==> src/hw/rtl/heq_pkg.sv <==
`timescale 1ns / 1ps
`default_nettype none
// ----------------------------------------------------------------------------
// heq_pkg
// Shared types and constants of the histogram equalizer: opcode, controller
// states and the command/status bundles between controller and datapath.
// ----------------------------------------------------------------------------
package heq_pkg;

  localparam int NumBins  = 256;
  localparam int BinW     = 8;
  localparam int PixCntW  = 17;

  localparam logic [BinW-1:0]    LevelMax    = 8'd255;
  localparam logic [PixCntW-1:0] PixCntReset = 17'd16384;

  typedef enum logic {
    CMD_ACC = 1'b0,
    CMD_MAP = 1'b1
  } heq_op_e;

  typedef enum logic [2:0] {
    ST_IDLE,
    ST_ACC,
    ST_MAP,
    ST_BLD_RD,
    ST_BLD_ADD,
    ST_BLD_DIV
  } heq_state_e;

  typedef struct packed {
    logic take_in;
    logic acc_update;
    logic bld_rd;
    logic bld_add;
    logic bld_step;
    logic bld_store;
    logic bld_finish;
    logic out_load;
  } heq_cmd_t;

  typedef struct packed {
    logic frame_full;
    logic div_more;
    logic last_bin;
    logic out_free;
  } heq_status_t;

endpackage
`default_nettype wire

==> src/hw/rtl/heq_ctrl.sv <==
`timescale 1ns / 1ps
`default_nettype none
// ----------------------------------------------------------------------------
// heq_ctrl
// Controller: sequences accumulate and map beats and the table build walk
// over the 256 bins (read, add, repeated subtract, store).
// ----------------------------------------------------------------------------
module heq_ctrl (
  input  wire logic                 clk_i,
  input  wire logic                 rst_ni,
  input  wire logic                 in_valid_i,
  input  wire logic                 cmd_i,
  output logic                      in_ready_o,
  input  wire heq_pkg::heq_status_t status_i,
  output heq_pkg::heq_cmd_t         cmd_o
);

  heq_pkg::heq_state_e state_q, state_d;

  always_ff @(posedge clk_i or negedge rst_ni) begin
    if (!rst_ni) begin
      state_q <= heq_pkg::ST_IDLE;
    end else begin
      state_q <= state_d;
    end
  end

  always_comb begin
    state_d    = state_q;
    cmd_o      = '0;
    in_ready_o = 1'b0;
    unique case (state_q)
      heq_pkg::ST_IDLE: begin
        in_ready_o = 1'b1;
        if (in_valid_i) begin
          cmd_o.take_in = 1'b1;
          state_d = (cmd_i == heq_pkg::CMD_MAP) ? heq_pkg::ST_MAP : heq_pkg::ST_ACC;
        end
      end
      heq_pkg::ST_ACC: begin
        cmd_o.acc_update = 1'b1;
        state_d = status_i.frame_full ? heq_pkg::ST_BLD_RD : heq_pkg::ST_IDLE;
      end
      heq_pkg::ST_MAP: begin
        // hold the result load until the output register frees up
        if (status_i.out_free) begin
          cmd_o.out_load = 1'b1;
          state_d = heq_pkg::ST_IDLE;
        end
      end
      heq_pkg::ST_BLD_RD: begin
        cmd_o.bld_rd = 1'b1;
        state_d = heq_pkg::ST_BLD_ADD;
      end
      heq_pkg::ST_BLD_ADD: begin
        cmd_o.bld_add = 1'b1;
        state_d = heq_pkg::ST_BLD_DIV;
      end
      heq_pkg::ST_BLD_DIV: begin
        if (status_i.div_more) begin
          cmd_o.bld_step = 1'b1;
        end else begin
          cmd_o.bld_store = 1'b1;
          if (status_i.last_bin) begin
            cmd_o.bld_finish = 1'b1;
            state_d = heq_pkg::ST_IDLE;
          end else begin
            state_d = heq_pkg::ST_BLD_ADD;
          end
        end
      end
      default: begin
        state_d = heq_pkg::ST_IDLE;
      end
    endcase
  end

endmodule
`default_nettype wire

==> config.mk <==
export PLATFORM = sky130hd
export DESIGN_NAME = heq_ctrl
export DESIGN_NICKNAME = d
export VERILOG_FILES = /design/src/hw/rtl/heq_pkg.sv /design/src/hw/rtl/heq_ctrl.sv
export SDC_FILE = /design/constraint.sdc
export NUM_CORES = 1
export LEC_CHECK = 0
export ABC_AREA = 1
export BUFFER_PORTS_ARGS = -buffer_cell sky130_fd_sc_hd__buf_4
export CAP_MARGIN = 10
export CORE_AREA = 3 3 40 42
export DETAILED_ROUTE_END_ITERATION = 16
export DIE_AREA = 0 0 43 45
export SYNTH_ARGS = -nofsm -noshare
export SYNTH_HDL_FRONTEND = slang
export SYNTH_SLANG_ARGS = --single-unit
export TNS_END_PERCENT = 10
==> constraint.sdc <==
create_clock -name clk_i -period 1.5 [get_ports clk_i]
set_clock_uncertainty 0.15 [all_clocks]
set_input_delay 0.15 -clock clk_i [delete_from_list [all_inputs] [get_ports clk_i]]
set_output_delay 0.15 -clock clk_i [all_outputs]
set_load 0.01 [all_outputs]
==> key figures <==
Clock network
  – CTS tree: built
  – Clk Tree Root Cell: clkbuf_4
  – H-tree levels: 1
  – Worst-Skew Late Latency: 0.23 ns
  – Worst-path clk slew: 0.04 ns
  – CTS max path bufs: 2
  – CTS Buf Count: 3
  – Num Clock Sinks: 3

Critical path
  – Setup crit end kind: primary output
  – Worst R2R Start: state_q[0]
  – Critical Path AT: approximately 1.2 ns
  – Critical path type: register to primary output
  – Reg-to-Reg End: state_q[0]
  – Worst path required time: roughly 1.2 ns
  – CP Max Fanout: 7
  – Startpoint class of the critical path: register
  – R2r worst-path depth: 6
  – FF-to-FF setup slack: ~0.26 ns

Routing
  – DRT antenna net count: 0
  – WL per Instance: around 9.8 microns
  – Drt first pass iters: 4
  – Initial DRC Count: 3
  – Vias/cell: 4.16
  – WL final: roughly 800 microns
  – Detailed-route via count: approximately 340
  – DRC viols: 0

Layout
  – Share of layout cells above drive strength 1: 56.7%
  – Regs by FF count: state_q x3
  – Most common cell after layout, fill and taps aside: buf_4
  – Most frequent cells in the layout: buf_4 (20), nand2_1 (11), inv_1 (6), nor2_1 (4)
  – Multi-input logic area: 179 sq um
  – Register area: just under 80 sq um
  – Layout area overhead: 86.4%
  – Top reg by flops: state_q
  – Non-filler instance count after layout: between 80 and 90
  – Fillers: roughly 140
  – Inserted Diodes: 0
  – Nets: 76
  – Final Util: roughly 40%
  – Max reg flops: 3
  – Design Area, Final: between 400 and 500 sq um

STA
  – Slew margin rel.: 87.4%
  – Least-Margin Pin Slew: between 0.15 and 0.2 ns
  – Hold Vio Cnt, Final: 0
  – Final setup viols: 0
  – RSZ-0062 raised after global routing: true
  – Tmin final: 1.47 ns
  – Pins Over Slew Limit: 0
  – Final period utilization: between 90% and 100%
  – Maximum clock frequency: between 600 and 700 MHz

Logic synthesis
  – FF+latch count, synth: 3
  – Yosys warnings: 0
  – Synthesized net count: 50
  – Syn avg cell area: approximately 6.4 sq um
  – Cell variety after synth: 13
  – Post-synthesis cell area: roughly 270 sq um
  – Post-synth top area share: ~28%
  – Largest area contributor in the netlist: dfrtp_1
  – Sequential area share after synthesis: 28.0%
  – Dominant cells by area after synthesis: dfrtp_1 (28%), nand2_1 (15%), inv_1 (9.8%), nand3_1 (7.5%), nand3_2 (7.5%)
  – Cells after synthesis: 42

Placement
  – Number of port buffers: 16
  – DP Wirelength: 575 microns
  – Placement Cell Area: about 410 sq um
  – RD Place Congestion: 0.689
  – Placed Cells incl. Taps: 73

Run
  – MaxCap Viol Count: 0

Global route
  – Initial antenna violation count: 0
  – Global route overflow: 0
  – Largest net degree at the start of global routing: 8
  – Vias in the first global route: between 300 and 400
  – Tot GR Track Use: between 8 and 9%
  – First-pass GRT wire length: ~1.2 mm

Floorplan
  – Die area: between 1500 and 2000 sq um
  – Starting Density: a little over a fifth
  – Number of cell rows: 13
  – Core area: roughly 1300 sq um
  – Die X: 43 microns
  – IO Pins: 17
  – Die height: between 40 and 50 microns

Power and ir drop
  – Total chip power: 905 uW
  – PD cells: about 1800 nW/um^2
  – Worst vdd ir: 847 uV
  – Leakage: a little under 0.3 nW

Outcome
  – Outcome: completed

Hold path
  – Worst hold path type: input pin to asynchronous set/reset pin
==> what timing repair did <==
item	4_1_cts	5_1_grt
endpoints found under the hold margin	3	0
endpoints found under the setup margin	2	4
gates resized for setup	4	5
pin swaps	0	2
setup buffers	1	3
hold buffers	1	0
==> cells by family (layout without fill, tap and decap cells) <==
| group | count (synthesis) | count (layout) | synth area share (%) |
|---|---|---|---|
| DFF | 3 | 3 | 28.0 |
| AOI/OAI and AO/OA | 1 | 1 | 2.80 |
| and+or+nand+nor | 29 | 29 | 56.5 |
| buffers and inverters | 9 | 34 | 12.6 |
==> worst max path at each step <==
stage	from	endpoint	cells past startpoint
2_1_floorplan	state_q[1]	cmd_o[1]	3
3_3_place_gp	state_q[1]	cmd_o[1]	4
5_1_grt	state_q[0]	in_ready_o	4
4_1_cts	state_q[2]	cmd_o[0]	4
3_5_place_dp	state_q[1]	cmd_o[1]	4
6_report	state_q[0]	cmd_o[7]	4
==> cell usage after synthesis (all sizes together) <==
| library cell | instances |
|---|---|
| dfrtp | 3 |
| nand3 | 6 |
| nand2 | 11 |
| nand4 | 2 |
| inv | 9 |
| o21a | 1 |
| nor2 | 7 |
| nor3b | 1 |
| nor3 | 2 |
==> power breakdown <==
| part | total, mW | internal (mW) | switching, mW |
|---|---|---|---|
| logic | 0.555 | 0.270 | 0.285 |
| registers | 0.207 | 0.124 | 0.0824 |
| clock network | 0.143 | 0.0998 | 0.0437 |
| total | 0.905 | 0.494 | 0.411 |
==> worst max-delay path, stage by stage, from the launching register on <==
cell and delay [ns]:
dfrtp_2 0.46, nor2_4 0.18, inv_2 0.06, nor3_2 0.10
buf_4 0.14
==> per-stage QoR <==
| stage | TNS (ns) | hold WS [ns] | worst slack, ns |
|---|---|---|---|
| 2_1_floorplan | 0 | -0.296 | 0.254 |
| 3_3_place_gp | 0 | -0.209 | 0.215 |
| 5_1_grt | -0.167 | 0.107 | -0.0515 |
| 6_report | 0 | 0.0914 | 0.0341 |
| 3_5_place_dp | 0 | -0.208 | 0.199 |
| 4_1_cts | 0 | 0.0846 | 0.0120 |
==> layer usage <==
| layer | GRT usage, % | share of wire, % | vias up |
|---|---|---|---|
| li1 | - | - | 182 |
| met5 | 0 | 0 | - |
| met3 | 1.99 | 5.7 | 0 |
| met4 | 9.04 | 0 | 0 |
| met1 | 8.70 | 37 | 152 |
| met2 | 15.3 | 57 | 7 |
==> layout make-up <==
type / count / area share [%]
inverter: 9 / 7.27
tap: 15 / 3.76
clock buffer: 4 / 5.26
sequential: 3 / 15.8
timing repair buffer: 21 / 32.1
multi-input combinational: 30 / 35.8
(Power assumes the default switching activity.)
